$ cat src/sv/bns_pkg.sv
// Buzzer note sequencer package: word types, codes and the period table.
// No dependencies.
package bns_pkg;

  localparam int PATTERN_DEPTH = 256;
  localparam int ADDR_W        = 8;
  localparam int LEN_W         = 9;
  localparam int TICK_W        = 7;

  localparam logic [LEN_W-1:0] LENGTH_RESET = 9'd13;

  // commands
  localparam logic [1:0] CMD_TICK = 2'd0;
  localparam logic [1:0] CMD_MODE = 2'd1;
  localparam logic [1:0] CMD_LOAD = 2'd2;
  localparam logic [1:0] CMD_NONE = 2'd3;

  // play modes
  localparam logic [1:0] MODE_STOP  = 2'd0;
  localparam logic [1:0] MODE_BOOT  = 2'd1;
  localparam logic [1:0] MODE_SONG  = 2'd2;
  localparam logic [1:0] MODE_SOUND = 2'd3;

  // sound tone codes
  localparam logic [3:0] TONE_SILENT = 4'h0;
  localparam logic [3:0] TONE_HIGH   = 4'hB;
  localparam logic [3:0] TONE_LOW    = 4'hD;

  // periods at a 1 MHz timer clock: 1000000 / f - 1
  localparam logic [11:0] PERIOD_HIGH = 12'd1561;  // 640 Hz
  localparam logic [11:0] PERIOD_LOW  = 12'd3905;  // 256 Hz

  typedef struct packed {
    logic [1:0]  cmd;
    logic [1:0]  new_mode;
    logic [7:0]  load_index;
    logic [15:0] load_word;
  } bns_item_t;

  typedef struct packed {
    logic        drive_update;
    logic        tone_on;
    logic [11:0] period;
    logic [10:0] compare;
    logic [1:0]  mode_now;
    logic        song_done;
  } bns_result_t;

  typedef struct packed {
    logic [1:0]        mode;
    logic [ADDR_W-1:0] pos;
    logic [TICK_W-1:0] tick;
  } bns_state_t;

  // octave 0..2, note 1..7
  function automatic logic [11:0] note_period(input logic [1:0] oct, input logic [2:0] note);
    logic [11:0] p;
    p = 12'd0;
    case ({oct, note})
      {2'd0, 3'd1}: p = 12'd3815;
      {2'd0, 3'd2}: p = 12'd3400;
      {2'd0, 3'd3}: p = 12'd3029;
      {2'd0, 3'd4}: p = 12'd2864;
      {2'd0, 3'd5}: p = 12'd2550;
      {2'd0, 3'd6}: p = 12'd2271;
      {2'd0, 3'd7}: p = 12'd2023;
      {2'd1, 3'd1}: p = 12'd1911;
      {2'd1, 3'd2}: p = 12'd1702;
      {2'd1, 3'd3}: p = 12'd1516;
      {2'd1, 3'd4}: p = 12'd1431;
      {2'd1, 3'd5}: p = 12'd1274;
      {2'd1, 3'd6}: p = 12'd1135;
      {2'd1, 3'd7}: p = 12'd1011;
      {2'd2, 3'd1}: p = 12'd955;
      {2'd2, 3'd2}: p = 12'd850;
      {2'd2, 3'd3}: p = 12'd757;
      {2'd2, 3'd4}: p = 12'd714;
      {2'd2, 3'd5}: p = 12'd636;
      {2'd2, 3'd6}: p = 12'd567;
      {2'd2, 3'd7}: p = 12'd505;
      default:      p = 12'd0;
    endcase
    return p;
  endfunction

endpackage

$ cat src/sv/bns_ram.sv
// Generic single-write, single-read RAM with registered read data.
// No dependencies.
module bns_ram #(
  parameter int WIDTH = 16,
  parameter int DEPTH = 256
) (
  input  logic                     clk,
  input  logic                     wr_en,
  input  logic [$clog2(DEPTH)-1:0] wr_addr,
  input  logic [WIDTH-1:0]         wr_data,
  input  logic                     rd_en,
  input  logic [$clog2(DEPTH)-1:0] rd_addr,
  output logic [WIDTH-1:0]         rd_data
);

  logic [WIDTH-1:0] mem [DEPTH];

  always_ff @(posedge clk) begin
    if (wr_en) begin
      mem[wr_addr] <= wr_data;
    end
    if (rd_en) begin
      rd_data <= mem[rd_addr];
    end
  end

endmodule

$ cat src/sv/bns_step.sv
// Per-word sequencing logic: next state and result word for one item.
// Depends on bns_pkg.
module bns_step (
  input  bns_pkg::bns_item_t   item,
  input  bns_pkg::bns_state_t  cur,
  input  logic [15:0]          pword,
  input  logic [8:0]           len,
  output bns_pkg::bns_state_t  nxt,
  output bns_pkg::bns_result_t res
);

  logic [6:0] on_t;
  logic [6:0] song_end;
  logic [6:0] dur;
  logic [8:0] pos_inc;
  logic       wrap;
  logic       note_ok;
  logic [11:0] note_p;

  always_comb begin
    on_t     = 7'(pword[11:8]) * 7'd6;
    song_end = on_t + 7'(pword[15:12]);
    dur      = {2'b00, pword[7:4], 1'b0};
    pos_inc  = {1'b0, cur.pos} + 9'd1;
    wrap     = pos_inc >= len;
    note_ok  = (pword[7:4] <= 4'd2) && (pword[3:0] >= 4'd1) && (pword[3:0] <= 4'd7);
    note_p   = bns_pkg::note_period(pword[5:4], pword[2:0]);
  end

  always_comb begin
    nxt = cur;
    res = '0;
    unique case (item.cmd)
      bns_pkg::CMD_TICK: begin
        if (cur.mode == bns_pkg::MODE_BOOT || cur.mode == bns_pkg::MODE_SONG) begin
          if (cur.tick < on_t) begin
            nxt.tick = cur.tick + 7'd1;
            res.drive_update = 1'b1;
            if (note_ok) begin
              res.tone_on = 1'b1;
              res.period  = note_p;
              res.compare = note_p[11:1];
            end
          end else if (cur.tick < song_end) begin
            nxt.tick = cur.tick + 7'd1;
            res.drive_update = 1'b1;
          end else begin
            nxt.tick = 7'd1;
            nxt.pos  = pos_inc[7:0];
            if (wrap) begin
              // end of song: stop and silence
              nxt.pos          = '0;
              nxt.mode         = bns_pkg::MODE_STOP;
              res.drive_update = 1'b1;
              res.song_done    = 1'b1;
            end
          end
        end else if (cur.mode == bns_pkg::MODE_SOUND) begin
          if (cur.tick < dur) begin
            nxt.tick = cur.tick + 7'd1;
            case (pword[3:0])
              bns_pkg::TONE_SILENT: res.drive_update = 1'b1;
              bns_pkg::TONE_HIGH: begin
                res.drive_update = 1'b1;
                res.tone_on      = 1'b1;
                res.period       = bns_pkg::PERIOD_HIGH;
                res.compare      = bns_pkg::PERIOD_HIGH[11:1];
              end
              bns_pkg::TONE_LOW: begin
                res.drive_update = 1'b1;
                res.tone_on      = 1'b1;
                res.period       = bns_pkg::PERIOD_LOW;
                res.compare      = bns_pkg::PERIOD_LOW[11:1];
              end
              default: ;  // timer left as is
            endcase
          end else begin
            // sound patterns loop
            nxt.tick = 7'd1;
            nxt.pos  = wrap ? '0 : pos_inc[7:0];
          end
        end
      end
      bns_pkg::CMD_MODE: begin
        // locked start-up song ignores mode changes
        if (cur.mode != bns_pkg::MODE_BOOT) begin
          nxt.mode = item.new_mode;
          nxt.pos  = '0;
          nxt.tick = 7'd1;
          if (item.new_mode == bns_pkg::MODE_STOP) begin
            res.drive_update = 1'b1;
          end
        end
      end
      bns_pkg::CMD_LOAD: ;  // memory write happens at acceptance
      bns_pkg::CMD_NONE: ;
      default: ;
    endcase
    res.mode_now = nxt.mode;
  end

endmodule

$ cat src/sv/buzzer_note_sequencer_unit.sv
// Stage 1 holds a word during its pattern read; the output register holds
// its result. Throughput: one word per cycle unless stalled; the pattern
// memory is read at acceptance at the position forwarded by the word ahead.
// Reset (rst, synchronous): stopped, position 0, tick count 1, length 13.
// Pattern memory is not cleared; entries are undefined until loaded.
// Depends on bns_pkg, bns_ram, bns_step.
module buzzer_note_sequencer_unit (
  input  logic                 clk,
  input  logic                 rst,
  // item channel
  input  logic                 item_valid,
  output logic                 item_stall,
  input  bns_pkg::bns_item_t   item,
  // result channel
  output logic                 result_valid,
  input  logic                 result_stall,
  output bns_pkg::bns_result_t result,
  // pattern length register write
  input  logic                 cfg_valid,
  output logic                 cfg_ready,
  input  logic [8:0]           cfg_data
);

  // Stage 1 holds the accepted word while its pattern entry is read.
  logic               s1_valid;
  bns_pkg::bns_item_t s1_item;

  // Play state; updated when stage 1 hands its result to the output.
  bns_pkg::bns_state_t state;
  bns_pkg::bns_state_t state_fwd;
  bns_pkg::bns_state_t step_next;
  bns_pkg::bns_result_t step_res;

  logic [8:0]  pattern_length;
  logic [8:0]  eff_len;
  logic [15:0] pword;

  logic out_free;
  logic adv;
  logic accept;

  // Output register is free when empty or being drained this cycle.
  assign out_free   = !result_valid || !result_stall;
  assign adv        = s1_valid && out_free;
  assign item_stall = s1_valid && !out_free;
  assign accept     = item_valid && !item_stall;
  assign cfg_ready  = 1'b1;

  // Length clamp: zero acts as one, above the memory depth acts as the depth.
  always_comb begin
    if (pattern_length == 9'd0) begin
      eff_len = 9'd1;
    end else if (pattern_length > 9'(bns_pkg::PATTERN_DEPTH)) begin
      eff_len = 9'(bns_pkg::PATTERN_DEPTH);
    end else begin
      eff_len = pattern_length;
    end
  end

  // Forward the state left by the word in stage 1 so the next read
  // uses the right position.
  assign state_fwd = adv ? step_next : state;

  // Loads write at acceptance; every accepted word starts a read. A load
  // never uses its own read data, so read-during-write order is moot.
  bns_ram #(
    .WIDTH (16),
    .DEPTH (bns_pkg::PATTERN_DEPTH)
  ) u_pattern_ram (
    .clk     (clk),
    .wr_en   (accept && item.cmd == bns_pkg::CMD_LOAD),
    .wr_addr (item.load_index),
    .wr_data (item.load_word),
    .rd_en   (accept),
    .rd_addr (state_fwd.pos),
    .rd_data (pword)
  );

  bns_step u_step (
    .item  (s1_item),
    .cur   (state),
    .pword (pword),
    .len   (eff_len),
    .nxt   (step_next),
    .res   (step_res)
  );

  always_ff @(posedge clk) begin
    if (rst) begin
      s1_valid       <= 1'b0;
      result_valid   <= 1'b0;
      state.mode     <= bns_pkg::MODE_STOP;
      state.pos      <= '0;
      state.tick     <= 7'd1;
      pattern_length <= bns_pkg::LENGTH_RESET;
    end else begin
      if (cfg_valid && cfg_ready) begin
        pattern_length <= cfg_data;
      end
      if (accept) begin
        s1_valid <= 1'b1;
      end else if (adv) begin
        s1_valid <= 1'b0;
      end
      if (adv) begin
        state        <= step_next;
        result_valid <= 1'b1;
      end else if (!result_stall) begin
        result_valid <= 1'b0;
      end
    end
  end

  // payload registers
  always_ff @(posedge clk) begin
    if (accept) begin
      s1_item <= item;
    end
    if (adv) begin
      result <= step_res;
    end
  end

endmodule

$ cat config.mk
export PLATFORM = sky130hd
export DESIGN_NAME = buzzer_note_sequencer_unit
export DESIGN_NICKNAME = d
export VERILOG_FILES = /design/src/sv/bns_pkg.sv /design/src/sv/bns_ram.sv /design/src/sv/bns_step.sv /design/src/sv/buzzer_note_sequencer_unit.sv
export SDC_FILE = /design/constraint.sdc
export NUM_CORES = 2
export LEC_CHECK = 0
export ABC_AREA = 0
export ABC_CLOCK_PERIOD_IN_PS = 9700
export BUFFER_PORTS_ARGS = -buffer_cell sky130_fd_sc_hd__buf_2
export CAP_MARGIN = 10
export CELL_PAD_IN_SITES_DETAIL_PLACEMENT = 0
export CELL_PAD_IN_SITES_GLOBAL_PLACEMENT = 1
export CORE_UTILIZATION = 30
export CTS_CLUSTER_DIAMETER = 60
export DETAILED_ROUTE_END_ITERATION = 10
export GPL_TIMING_DRIVEN = 0
export PLACE_DENSITY = 0.55
export SLEW_MARGIN = 20
export SYNTH_ARGS = -nofsm -noshare
export SYNTH_HDL_FRONTEND = slang
export SYNTH_HIERARCHICAL = 1
export SYNTH_MEMORY_MAX_BITS = 65536
export SYNTH_SLANG_ARGS = --single-unit
$ cat constraint.sdc
create_clock -name clk -period 9.7 [get_ports clk]
set_clock_uncertainty 0.15 [all_clocks]
set_input_delay 0.485 -clock clk [delete_from_list [all_inputs] [get_ports clk]]
set_output_delay 0.485 -clock clk [all_outputs]
set_load 0.01 [all_outputs]
==> qor.log <==
INFO  run_status     status=completed
INFO  placed_design  portBuffers=66
INFO  sta            maxSlewViolCount=0
INFO  routing        detail_route.vias_per_cell=5.34
INFO  setup_path     reg2reg_setup_slack=150ps
INFO  grt            grt_antenna_before_repair=33
INFO  routing        postRouteAntennaNets=0
INFO  setup_path     slowest_cell_on_the_critical_path=sky130_fd_sc_hd__clkbuf_1
INFO  hold_path      holdPathEnd=s1_item[26]$_DFFE_PP_
INFO  floorplanning  design.die.area=548000um2
INFO  setup_path     worst_ep_required_time=10230ps
INFO  clocking       cts_tree=done
INFO  setup_path     crit_path_max_cell_delay=860ps
INFO  synth          synthesis.nets=7987
INFO  routing        wl_met1=221000um
INFO  final_layout   drive_above_1_share=26.7%
INFO  grt            first_global_vias=85900
INFO  routing        initialDrtViolationCount=11400
INFO  setup_path     ordered_list_of_cells_on_the_worst_path=ha_1 > fa_1 > ha_1 > a21oi_1 > or3_1 > xnor2_1 > ha_1 > and4_1 > a221o_1 > nand4_1 > a22oi_1 > o22ai_1 > mux2_2 > buf_2 > clkbuf_2 > buf_12 > buf_2 > clkbuf_2 > clkbuf_1 > a21oi_1 > nor3_1 > nor3_1 > nor4_2
INFO  placed_design  post_dp_cell_area=178000um2
INFO  setup_path     worstReg2RegEnd=u_pattern_ram/rd_data[2]$_DFFE_PP_
INFO  final_layout   multi_input_area=36800um2
INFO  hold_path      timing.hold.worst_path_depth=2
INFO  synth          synth_cells=7902
INFO  setup_path     timing_worst_setup_path_type=register to register
INFO  power          power.ir.vdd_worst=0.169mV
INFO  setup_path     setup.worst_path.end_class=register
INFO  hold_path      hold_wc_startpoint=item[26]
INFO  setup_path     setup.worst_path.start=u_pattern_ram/rd_data[9]$_DFFE_PP_
INFO  grt            grt_overflow_total=0
INFO  clocking       worst_setup_hold_path_clk_slew=60ps
INFO  final_layout   filler_cell_count=50100
INFO  synth          synth.yosys.warnings=6
INFO  floorplanning  fp.dieW=741um
INFO  routing        drt_pre_antenna_iters=5
INFO  hold_path      hold_path_class=input pin to register
INFO  routing        wl_met2=259000um
INFO  grt            groute.usage.overall=19.6%
INFO  setup_path     rr_startpoint=u_pattern_ram/rd_data[9]$_DFFE_PP_
INFO  routing        wl_per_cell=33.9um
INFO  grt            grt_max_degree=115
INFO  setup_path     timing.critical_path.max_delay_family=buffers and inverters
INFO  routing        route.top_layer_used=met5
INFO  clocking       cts_max_path_buffers=4
INFO  floorplanning  core-area=542000um2
INFO  sta            min_period_over_period=98.4%
INFO  sta            finalCriticalPeriod=9550ps
INFO  setup_path     worst_setup_path_start_kind=register
INFO  floorplanning  std_cell_rows=270
INFO  clocking       numCtsBuffers=436
INFO  placed_design  gp_congestion=0.942
INFO  clocking       clock-sinks=4172
INFO  sta            setup_repair_after_global_routing_missed_its_margin=no
INFO  floorplanning  num_io_pins=73
INFO  synth          postSynthAreaPerCell=20.7um2
INFO  flow_run       max_cap_viols=0
INFO  clocking       clock_insertion_delay_worst_skew=1060ps
INFO  routing        postRouteWirelength=553000um
INFO  clocking       root_buffer=sky130_fd_sc_hd__clkbuf_16
INFO  grt            grt_first_pass_wirelength=743000um
INFO  final_layout   layout-area-overhead-vs-synth=17.8%
INFO  sta            worst_pin_slew=1360ps
INFO  sta            timing.slew.headroom=9.45%
INFO  sta            fmaxAchievable=0.105GHz
INFO  placed_design  hpwlAfterDp=385000um
INFO  sta            timing.hold.ws=89.7ps
INFO  sta            final-hold-violation-count=0
INFO  routing        route.detailed.drc=0
INFO  setup_path     cp_max_fo=10
INFO  final_layout   design.final.nets=8796
INFO  clocking       cts.repair_timing.setup_buffer_count=0
INFO  synth          post_synth_instance_area=164000um2
INFO  routing        routed-wl-met3=44100um
INFO  final_layout   finish.cell_count_without_fillers=16300
INFO  setup_path     worstRegToRegCells=23
INFO  setup_path     cpMostUsedCell=sky130_fd_sc_hd__ha_1
INFO  power          power_density_over_cell_area=190nW/um2
INFO  power          static-leakage-power=57.0nW
INFO  floorplanning  die_h=741um
INFO  floorplanning  start_util=30.2%
INFO  placed_design  placed_cells_incl_taps=15400
INFO  final_layout   final_design_area_no_fill=193000um2
INFO  clocking       cts.htree.levels=5
INFO  final_layout   ff_latch_area=125000um2
INFO  routing        routed-via-count=87000
INFO  sta            setup_viol=0
INFO  setup_path     crit_arrival=10070ps
INFO  setup_path     critical_path.n_buffers_inverters=6
-- through the flow --
| step | setup TNS, ps | total power, mW | setup slack, ps | util (%) |
|---|---|---|---|---|
| 6_report | 0 | 36.7 | 151 | 35.6 |
| 4_1_cts | 0 | 36.9 | 182 | 35.6 |
| 3_5_place_dp | -386 | 20.8 | -144 | 32.9 |
| 3_3_place_gp | -22140 | 20.8 | -1880 | 31.9 |
| 2_1_floorplan | 0 | 20.3 | 3700 | - |
| 5_1_grt | 0 | 37.6 | 25.4 | 35.6 |
-- worst register-to-register path: cells and delay by family (launching register included) --
family,cells,cell delay [ps]
AO/OA/AOI/OAI,5,930
AND/OR/NAND/NOR,6,2520
XOR/XNOR,1,140
buffers and inverters,6,3470
multiplexers,1,190
flip-flops,1,450
adder cells (fa/ha/maj),4,1400
-- flip-flops by register name (all words and copies together), names as in the netlist --
signal                 cells
u_pattern_ram/mem       4096
result                    28
state                     17
u_pattern_ram/rd_data     16
pattern_length             9
s1_item                    4
result_valid               1
s1_valid                   1
-- placed cells by master, fill, tap and decap left out, types with 41 or more instances in the layout --
cell type	n
sky130_fd_sc_hd__ha_1	41
sky130_fd_sc_hd__clkbuf_2	45
sky130_fd_sc_hd__o221ai_1	252
sky130_fd_sc_hd__a21oi_1	208
sky130_fd_sc_hd__a22oi_1	48
sky130_fd_sc_hd__nor3_1	94
sky130_fd_sc_hd__inv_1	44
sky130_fd_sc_hd__dlygate4sd3_1	56
sky130_fd_sc_hd__buf_4	54
sky130_fd_sc_hd__mux2i_1	593
sky130_fd_sc_hd__buf_8	84
sky130_fd_sc_hd__clkbuf_1	283
sky130_fd_sc_hd__nand2_1	71
sky130_fd_sc_hd__o21ai_0	55
sky130_fd_sc_hd__mux2_2	94
sky130_fd_sc_hd__nand3_1	50
sky130_fd_sc_hd__mux4_2	797
sky130_fd_sc_hd__clkbuf_16	439
sky130_fd_sc_hd__buf_2	134
sky130_fd_sc_hd__nor2_2	183
sky130_fd_sc_hd__edfxtp_1	4144
sky130_fd_sc_hd__o22ai_1	155
sky130_fd_sc_hd__nor2_4	74
sky130_fd_sc_hd__clkinv_1	113
sky130_fd_sc_hd__buf_6	206
sky130_fd_sc_hd__clkinv_2	76
sky130_fd_sc_hd__nor2_1	93
sky130_fd_sc_hd__buf_16	42
-- layout make-up --
| class | count | area share, % |
|---|---|---|
| antenna | 15 | 0.0195 |
| tap | 7208 | 4.68 |
| buffer | 493 | 1.59 |
| clock inverter | 275 | 1.25 |
| multi-input combinational | 3192 | 19.1 |
| timing repair buffer | 371 | 2.51 |
| inverter | 45 | 0.0883 |
| sequential | 4172 | 64.9 |
| clock buffer | 538 | 5.89 |
-- timing repair --
item / 4_1_cts / 5_1_grt
gates resized for setup: 5 / 6
endpoints found under the setup margin: 4 / 4
endpoints found under the hold margin: 1305 / 0
hold buffers: 55 / 0
-- worst max path at each step --
stage | to | cells past startpoint
finish | u_pattern_ram/rd_data[2]$_DFFE_PP_ | 23
global route | u_pattern_ram/rd_data[15]$_DFFE_PP_ | 23
CTS | u_pattern_ram/rd_data[4]$_DFFE_PP_ | 22
detailed placement | u_pattern_ram/rd_data[10]$_DFFE_PP_ | 23
global placement | u_pattern_ram/rd_data[3]$_DFFE_PP_ | 21
floorplan | u_pattern_ram/rd_data[4]$_DFFE_PP_ | 21
-- power by group --
group          total (mW)  internal [mW]  leakage (nW)  switching (mW)
sequential           19.8           19.8          37.5         0.00926
clock                16.2           9.05          6.69            7.18
combinational       0.575          0.116          12.8           0.459
-- routing by layer --
| layer | up-vias | global-route usage, % |
|---|---|---|
| met2 | 4009 | 31.7 |
| met1 | 47200 | 25.9 |
| met4 | 12 | 8.64 |
| li1 | 35000 | - |
| met3 | 895 | 3.69 |
| met5 | - | 0 |
Note: power is estimated with default switching activity, not from simulation.
